[config.mk]
export PLATFORM = sky130hd
export DESIGN_NAME = indexed_list_store_unit
export DESIGN_NICKNAME = d
export VERILOG_FILES = /design/src/sv/ils_pkg.sv /design/src/sv/ils_cell.sv /design/src/sv/indexed_list_store_unit.sv
export SDC_FILE = /design/constraint.sdc
export NUM_CORES = 2
export LEC_CHECK = 0
export BUFFER_PORTS_ARGS = -buffer_cell sky130_fd_sc_hd__buf_2
export CORE_MARGIN = 1
export CORE_UTILIZATION = 40
export CTS_CLUSTER_SIZE = 24
export DETAILED_ROUTE_END_ITERATION = 12
export GPL_ROUTABILITY_DRIVEN = 0
export PLACE_DENSITY = 0.57
export RECOVER_POWER = 50
export SLEW_MARGIN = 10
export SYNTH_ARGS = -nofsm -noshare
export SYNTH_HDL_FRONTEND = slang
export SYNTH_SLANG_ARGS = --single-unit
[constraint.sdc]
create_clock -name i_clk -period 49.4 [get_ports i_clk]
set_clock_uncertainty 0.15 [all_clocks]
set_input_delay 0 -clock i_clk [delete_from_list [all_inputs] [get_ports i_clk]]
set_output_delay 0 -clock i_clk [all_outputs]
set_load 0.005 [all_outputs]
[src/sv/ils_pkg.sv]
`timescale 1ns / 1ps
// ils_pkg: shared types and constants for the indexed list store.
// Used by ils_cell, indexed_list_store_unit and ils_checker. No dependencies.
package ils_pkg;

    localparam int CAPACITY_DEF    = 16;
    localparam int VALUE_WIDTH_DEF = 32;

    // index width covers the largest supported capacity (1024) plus one
    localparam int IDX_W   = 11;
    localparam int CMD_W   = 3;
    localparam int POS_W   = 5;
    localparam int PORT_W  = 32;
    localparam int STAT_W  = 2;
    localparam int COUNT_W = 5;

    typedef enum logic [CMD_W-1:0] {
        CMD_INSERT_AT   = 3'd0,
        CMD_APPEND      = 3'd1,
        CMD_REMOVE_AT   = 3'd2,
        CMD_REMOVE_LAST = 3'd3,
        CMD_READ        = 3'd4,
        CMD_WRITE       = 3'd5
    } t_cmd;

    typedef enum logic [STAT_W-1:0] {
        ST_OK    = 2'd0,
        ST_RANGE = 2'd1,
        ST_FULL  = 2'd2,
        ST_EMPTY = 2'd3
    } t_status;

    typedef enum logic [1:0] {
        OP_NONE   = 2'd0,
        OP_INSERT = 2'd1,
        OP_REMOVE = 2'd2,
        OP_WRITE  = 2'd3
    } t_shift_op;

    // broadcast from the control to every cell
    typedef struct packed {
        logic             load;
        t_shift_op        op;
        logic [IDX_W-1:0] pos;
        logic             rd;
        logic [IDX_W-1:0] sel;
    } t_cell_ctrl;

endpackage

[src/sv/ils_cell.sv]
`timescale 1ns / 1ps
// ils_cell: one list slot. Holds an entry, shifts with its neighbours
// and captures its entry as a read tap. Depends on ils_pkg.
module ils_cell #(
    parameter int INDEX       = 0,
    parameter int VALUE_WIDTH = ils_pkg::VALUE_WIDTH_DEF
) (
    input  logic                   i_clk,
    input  ils_pkg::t_cell_ctrl    i_ctrl,
    input  logic [VALUE_WIDTH-1:0] i_data,
    input  logic [VALUE_WIDTH-1:0] i_left,
    input  logic [VALUE_WIDTH-1:0] i_right,
    output logic [VALUE_WIDTH-1:0] o_value,
    output logic [VALUE_WIDTH-1:0] o_tap
);
    import ils_pkg::*;

    localparam logic [IDX_W-1:0] MY_IDX = IDX_W'(INDEX);

    logic [VALUE_WIDTH-1:0] r_value;
    logic [VALUE_WIDTH-1:0] n_value;
    logic [VALUE_WIDTH-1:0] r_tap;

    always_comb begin
        n_value = r_value;
        case (i_ctrl.op)
            OP_INSERT: begin
                if (MY_IDX > i_ctrl.pos) begin
                    n_value = i_left;
                end else if (MY_IDX == i_ctrl.pos) begin
                    n_value = i_data;
                end
            end
            OP_REMOVE: begin
                if (MY_IDX >= i_ctrl.pos) begin
                    n_value = i_right;
                end
            end
            OP_WRITE: begin
                if (MY_IDX == i_ctrl.pos) begin
                    n_value = i_data;
                end
            end
            default: begin
                n_value = r_value;
            end
        endcase
    end

    always_ff @(posedge i_clk) begin
        r_value <= n_value;
        if (i_ctrl.load) begin
            r_tap <= (i_ctrl.rd && (MY_IDX == i_ctrl.sel)) ? r_value : '0;
        end
    end

    assign o_value = r_value;
    assign o_tap   = r_tap;

endmodule

[src/sv/indexed_list_store_unit.sv]
// Indexed list store: cell read taps and a status/count register feed the
// output register. One transaction per cycle unless the output stalls; every
// cell shifts in the accept cycle and registers its read tap, and the taps
// are OR-reduced into the output register. Reset (i_rst_n low, synchronous)
// empties the list and drops pending results; entry contents are not cleared.
`timescale 1ns / 1ps
module indexed_list_store_unit #(
    parameter int CAPACITY    = ils_pkg::CAPACITY_DEF,
    parameter int VALUE_WIDTH = ils_pkg::VALUE_WIDTH_DEF
) (
    input  logic                        i_clk,
    input  logic                        i_rst_n,
    input  logic                        i_in_valid,
    output logic                        o_in_ready,
    input  logic [ils_pkg::CMD_W-1:0]   i_cmd,
    input  logic [ils_pkg::POS_W-1:0]   i_position,
    input  logic signed [ils_pkg::PORT_W-1:0] i_item_value,
    output logic                        o_out_valid,
    input  logic                        i_out_ready,
    output logic signed [ils_pkg::PORT_W-1:0] o_result_value,
    output logic [ils_pkg::STAT_W-1:0]  o_status,
    output logic [ils_pkg::COUNT_W-1:0] o_entry_count
);
    import ils_pkg::*;

    localparam int CNT_W = $clog2(CAPACITY + 1);
    localparam int XW    = (VALUE_WIDTH > PORT_W) ? VALUE_WIDTH : PORT_W;
    localparam logic [CNT_W-1:0] CAP_CNT = CNT_W'(CAPACITY);

    logic                   w_accept;
    logic                   w_b_load;
    t_cell_ctrl             w_ctrl;
    t_status                w_status;
    logic [CNT_W-1:0]       n_occ;
    logic [IDX_W-1:0]       w_pos;
    logic [IDX_W-1:0]       w_occ;
    logic [XW-1:0]          w_item_ext;
    logic [VALUE_WIDTH-1:0] w_data;
    logic [VALUE_WIDTH-1:0] w_reduced;
    logic [XW-1:0]          w_res_ext;

    logic [VALUE_WIDTH-1:0] w_value [CAPACITY];
    logic [VALUE_WIDTH-1:0] w_tap   [CAPACITY];

    logic [CNT_W-1:0]       r_occ;
    logic                   r_a_vld;
    t_status                r_a_status;
    logic [CNT_W-1:0]       r_a_count;
    logic                   r_out_vld;
    logic [PORT_W-1:0]      r_out_value;
    t_status                r_out_status;
    logic [COUNT_W-1:0]     r_out_count;
    logic [IDX_W-1:0]       w_count_ext;

    assign w_b_load   = r_a_vld && (!r_out_vld || i_out_ready);
    assign o_in_ready = !r_a_vld || w_b_load;
    assign w_accept   = i_in_valid && o_in_ready;

    assign w_pos      = IDX_W'(i_position);
    assign w_occ      = IDX_W'(r_occ);
    assign w_item_ext = XW'($unsigned(i_item_value));
    assign w_data     = w_item_ext[VALUE_WIDTH-1:0];

    always_comb begin
        w_ctrl.load = w_accept;
        w_ctrl.op   = OP_NONE;
        w_ctrl.pos  = w_pos;
        w_ctrl.rd   = 1'b0;
        w_ctrl.sel  = w_pos;
        w_status    = ST_OK;
        n_occ       = r_occ;
        unique case (t_cmd'(i_cmd))
            CMD_INSERT_AT: begin
                if (w_pos > w_occ) begin
                    w_status = ST_RANGE;
                end else if (r_occ == CAP_CNT) begin
                    w_status = ST_FULL;
                end else begin
                    w_ctrl.op = OP_INSERT;
                    n_occ     = r_occ + CNT_W'(1);
                end
            end
            CMD_APPEND: begin
                if (r_occ == CAP_CNT) begin
                    w_status = ST_FULL;
                end else begin
                    w_ctrl.op  = OP_INSERT;
                    w_ctrl.pos = w_occ;
                    n_occ      = r_occ + CNT_W'(1);
                end
            end
            CMD_REMOVE_AT: begin
                if (w_pos >= w_occ) begin
                    w_status = ST_RANGE;
                end else begin
                    w_ctrl.op = OP_REMOVE;
                    w_ctrl.rd = 1'b1;
                    n_occ     = r_occ - CNT_W'(1);
                end
            end
            CMD_REMOVE_LAST: begin
                if (r_occ == '0) begin
                    w_status = ST_EMPTY;
                end else begin
                    w_ctrl.rd  = 1'b1;
                    w_ctrl.sel = w_occ - IDX_W'(1);
                    n_occ      = r_occ - CNT_W'(1);
                end
            end
            CMD_READ: begin
                if (w_pos >= w_occ) begin
                    w_status = ST_RANGE;
                end else begin
                    w_ctrl.rd = 1'b1;
                end
            end
            CMD_WRITE: begin
                if (w_pos >= w_occ) begin
                    w_status = ST_RANGE;
                end else begin
                    w_ctrl.op = OP_WRITE;
                    w_ctrl.rd = 1'b1;
                end
            end
            default: begin
                w_status = ST_OK;
            end
        endcase
        if (!w_accept) begin
            w_ctrl.op = OP_NONE;
            n_occ     = r_occ;
        end
    end

    for (genvar c = 0; c < CAPACITY; c++) begin : g_cell
        logic [VALUE_WIDTH-1:0] w_left;
        logic [VALUE_WIDTH-1:0] w_right;
        if (c == 0) begin : g_first
            assign w_left = '0;
        end else begin : g_mid_l
            assign w_left = w_value[c-1];
        end
        if (c == CAPACITY - 1) begin : g_last
            assign w_right = '0;
        end else begin : g_mid_r
            assign w_right = w_value[c+1];
        end
        ils_cell #(
            .INDEX       (c),
            .VALUE_WIDTH (VALUE_WIDTH)
        ) u_cell (
            .i_clk   (i_clk),
            .i_ctrl  (w_ctrl),
            .i_data  (w_data),
            .i_left  (w_left),
            .i_right (w_right),
            .o_value (w_value[c]),
            .o_tap   (w_tap[c])
        );
    end

    // only the selected cell's tap is non-zero
    always_comb begin
        w_reduced = '0;
        for (int c = 0; c < CAPACITY; c++) begin
            w_reduced = w_reduced | w_tap[c];
        end
    end

    assign w_res_ext   = XW'(w_reduced);
    assign w_count_ext = IDX_W'(r_a_count);

    always_ff @(posedge i_clk) begin
        if (!i_rst_n) begin
            r_occ     <= '0;
            r_a_vld   <= 1'b0;
            r_out_vld <= 1'b0;
        end else begin
            r_occ <= n_occ;
            if (w_accept) begin
                r_a_vld <= 1'b1;
            end else if (w_b_load) begin
                r_a_vld <= 1'b0;
            end
            if (w_b_load) begin
                r_out_vld <= 1'b1;
            end else if (i_out_ready) begin
                r_out_vld <= 1'b0;
            end
        end
    end

    always_ff @(posedge i_clk) begin
        if (w_accept) begin
            r_a_status <= w_status;
            r_a_count  <= n_occ;
        end
        if (w_b_load) begin
            r_out_value  <= w_res_ext[PORT_W-1:0];
            r_out_status <= r_a_status;
            r_out_count  <= w_count_ext[COUNT_W-1:0];
        end
    end

    assign o_out_valid    = r_out_vld;
    assign o_result_value = r_out_value;
    assign o_status       = r_out_status;
    assign o_entry_count  = r_out_count;

endmodule

==> flow_summary_export.csv <==
group,metric,value,unit
route,firstDrtPassIters,5,
timing,period_share,0.291,
yosys,ys_types,81,
power_and_ir_drop,power.internal,1.58,mW
yosys,syn_avg_cell_area,12.8,µm²
power_and_ir_drop,pwr_density_cell,36.1,nW/µm²
yosys,synthCells,4080,
yosys,ys_seq_elements,1077,
clock_network,cts_max_level,3,
global_routing,grt_pass1_vias,35400,
yosys,synth_area,52300,µm²
power_and_ir_drop,p_leak,20.0,nW
finish,nets,4116,
route,vias,36600,
power_and_ir_drop,peakVddDrop,0.0277,mV
finish,design_area,58300,µm²
timing,slew_viol_final,1309,
floorplan,rows,132,
finish,seq_area,32300,µm²
critical_path,worst_r2r_startpoint,"o_out_valid$_SDFFE_PN0P_",
clock_network,cts_setup_buffers,0,
clock_network,clkTransAtPathRegs,0.06,ns
global_routing,grt_most_used_layer,"met2",
critical_path,r2r_cells,4,
global_routing,grt_max_degree,182,
finish,area_delta_synth_final,11.5,%
finish,layout-drive-gt1-share,0.0925,
route,wl_per_cell,30.2,µm
timing,setup_tns,0,ns
global_routing,gr-usage-all-layers,0.267,
timing,max_clock_freq,69.6,MHz
route,wirelength,179000,µm
critical_path,startpoint_type,"register",
power_and_ir_drop,p_sw,525,µW
yosys,synthesis.nets,4132,
critical_path,reg2reg_slack,35.04,ns
timing,slew_headroom,-5.82,
critical_path,path_max_fanout,181,
route,drt.antenna.violating_nets,0,
finish,fillers,11700,
place,hpwl,100000,µm
finish,multiInputGateArea,18500,µm²
timing,setup_violations,0,
place,placedCellCount,5641,
floorplan,ioPinCount,85,
timing,rsz0062_at_grt,"false",
critical_path,critical_path_class,"reg2reg",
min_path,holdPathStages,4,
finish,instances_no_fill,5909,
route,avgViaCountPerCell,6.20,
global_routing,grt_pass1_wl,257000,µm
global_routing,grt_use_met2,0.426,
job,drv_cap,26,
floorplan,die-area,132000,µm²
critical_path,r2r-end,"g_cell[3].u_cell.o_tap[14]$_SDFFCE_PN0P_",
min_path,hold_class,"in2reg",
power_and_ir_drop,p_comb_frac,0.085,
power_and_ir_drop,sw_frac_of_total,0.250,
power_and_ir_drop,clockPowerShare,0.403,
route,drc,0,
floorplan,dieHeight,364,µm
yosys,synth_edf_count,1070,
timing,hold_violations,0,
critical_path,crit_start,"o_out_valid$_SDFFE_PN0P_",
critical_path,cp.required,49.51,ns
timing,whs,0.0324,ns
clock_network,cts_tree,"yes",
clock_network,cts_buffer_depth,3,
yosys,synthFlopType,"edfxtp_1",
clock_network,cts_sinks,1077,
route,drt_iter0_drc,4772,
global_routing,grt_use_met3,0.0435,
floorplan,initial_core_util,0.403,
global_routing,gr-usage-met1,0.371,
yosys,ys_async_sr_fraction,0,
critical_path,cp.arrival,14.47,ns
place,io_buffer_count,84,
place,dpl_cell_area,54400,µm²
clock_network,numCtsBuffers,116,
power_and_ir_drop,p_seq_frac,0.512,
global_routing,grt_overflow,0,
timing,worst_slew_pin_slew,10.24,ns
timing,finalCriticalPeriod,14.36,ns
clock_network,clk_latency,0.72,ns
critical_path,critPathCaptureType,"register",
yosys,synth-seq-area-share,0.617,
finish,final_core_util,0.450,
floorplan,core,130000,µm²
global_routing,antenna_found_initial,13,
outcome,status,"finished, violations left",
yosys,ys.warnings.count,0,
outcome,violations,"capacitance limit, slew limit",
clock_network,cts-root-buf,"clkbuf_16",
floorplan,die_w,364,µm
critical_path,worstSetupEndpoint,"g_cell[3].u_cell.o_tap[14]$_SDFFCE_PN0P_",
[cells by family after synthesis]
group,share of synthesized area
buffers and inverters,0.0368
AO/OA/AOI/OAI,0.138
XOR/XNOR,0.000503
adder cells (fa/ha/maj),0.00191
multiplexers,0.0942
flip-flops,0.617
AND/OR/NAND/NOR,0.112
[power by group through the flow]
stage | registers [mW] | clock network (mW) | logic, mW
final | 1.08 | 0.847 | 0.179
after global routing | 1.08 | 0.889 | 0.188
after CTS | 1.07 | 0.855 | 0.177
after detailed placement | 1.09 | 0 | 0.173
after global placement | 1.09 | 0 | 0.170
after floorplan | 1.09 | 0 | 0.103
[cell type report]
type | instances | share of cell area
diodes | 4 | 0.000172
clock buffers | 140 | 0.0517
clock inverters | 77 | 0.00996
inverters | 45 | 0.00290
multi-input cells | 2596 | 0.318
flip-flops and latches | 1077 | 0.554
well taps | 1742 | 0.0374
repair buffers | 228 | 0.0266
[synthesized netlist by cell type, types with 33 or more instances]
library cell  count  share of area
buf_4            48         0.0069
nand4_1          37         0.0044
o221ai_1         65          0.011
nor2_1           60         0.0043
inv_1            44         0.0032
and2_1          487          0.058
clkbuf_1        158          0.011
nor3_1           36         0.0034
buf_2           110          0.011
mux2i_1         485          0.093
o22a_1           33         0.0055
a22oi_1         354          0.051
edfxtp_1       1070           0.61
o21ai_1          79         0.0076
nor2b_1          37         0.0044
clkbuf_2         37         0.0035
nor4_1          129          0.015
nand2_1         126         0.0090
o21ai_0         419          0.040
[per-stage QoR]
| step | setup slack [ns] | power, mW |
|---|---|---|
| CTS | 43.60 | 2.10 |
| finish | 35.04 | 2.10 |
| global placement | 43.72 | 1.26 |
| floorplan | 31.56 | 1.20 |
| global route | 33.97 | 2.16 |
| detailed placement | 43.60 | 1.26 |
[state kept, by name (all words and copies together) (netlist names)]
name / flops
r_occ: 5
r_a_status: 2
o_entry_count: 5
g_cell.u_cell.o_tap: 512
r_a_count: 5
o_out_valid: 1
o_status: 2
o_result_value: 32
g_cell.u_cell.o_value: 512
r_a_vld: 1
[layout by cell type, fill, tap and decap left out, types with 33 or more instances in the layout]
cell type	count
o22a_1	33
o21ai_1	76
nand4_1	37
o21ai_0	422
nor2b_1	35
clkinv_1	36
nor2_1	57
inv_1	44
nor3_1	39
clkbuf_1	68
clkbuf_16	117
nor4_1	129
and2_1	260
mux2i_1	485
buf_4	77
nand2_1	122
o221ai_1	66
and2_0	226
buf_2	57
dlygate4sd3_1	47
edfxtp_1	1070
a22oi_1	353
[critical path, stage by stage (launching register included)]
cell and delay [ns]:
dfxtp_1 0.34, nand3b_1 0.18, and2_0 2.95, clkbuf_1 7.42, clkbuf_1 2.70
[repair_timing]
action / CTS / global route
hold endpoints to repair: 598 / 0
hold buffers: 47 / 0
resized for setup: 0 / 0
[routing by layer]
| metal | part of all wire | up-vias |
|---|---|---|
| met5 | 0.00011 | - |
| met4 | 0.034 | 2 |
| met3 | 0.090 | 351 |
| met2 | 0.46 | 1951 |
| li1 | - | 15700 |
| met1 | 0.41 | 18600 |
[worst min path at each step]
stage	startpoint	endpoint
floorplan	i_rst_n	r_occ[1]$_SDFF_PN0_
global placement	i_in_valid	r_a_vld$_SDFFE_PN0P_
detailed placement	i_rst_n	r_occ[3]$_SDFF_PN0_
CTS	i_position[4]	r_a_status[0]$_DFFE_PP_
global route	i_rst_n	r_occ[2]$_SDFF_PN0_
finish	i_rst_n	r_occ[2]$_SDFF_PN0_
Power figures use the tool's default switching activity.
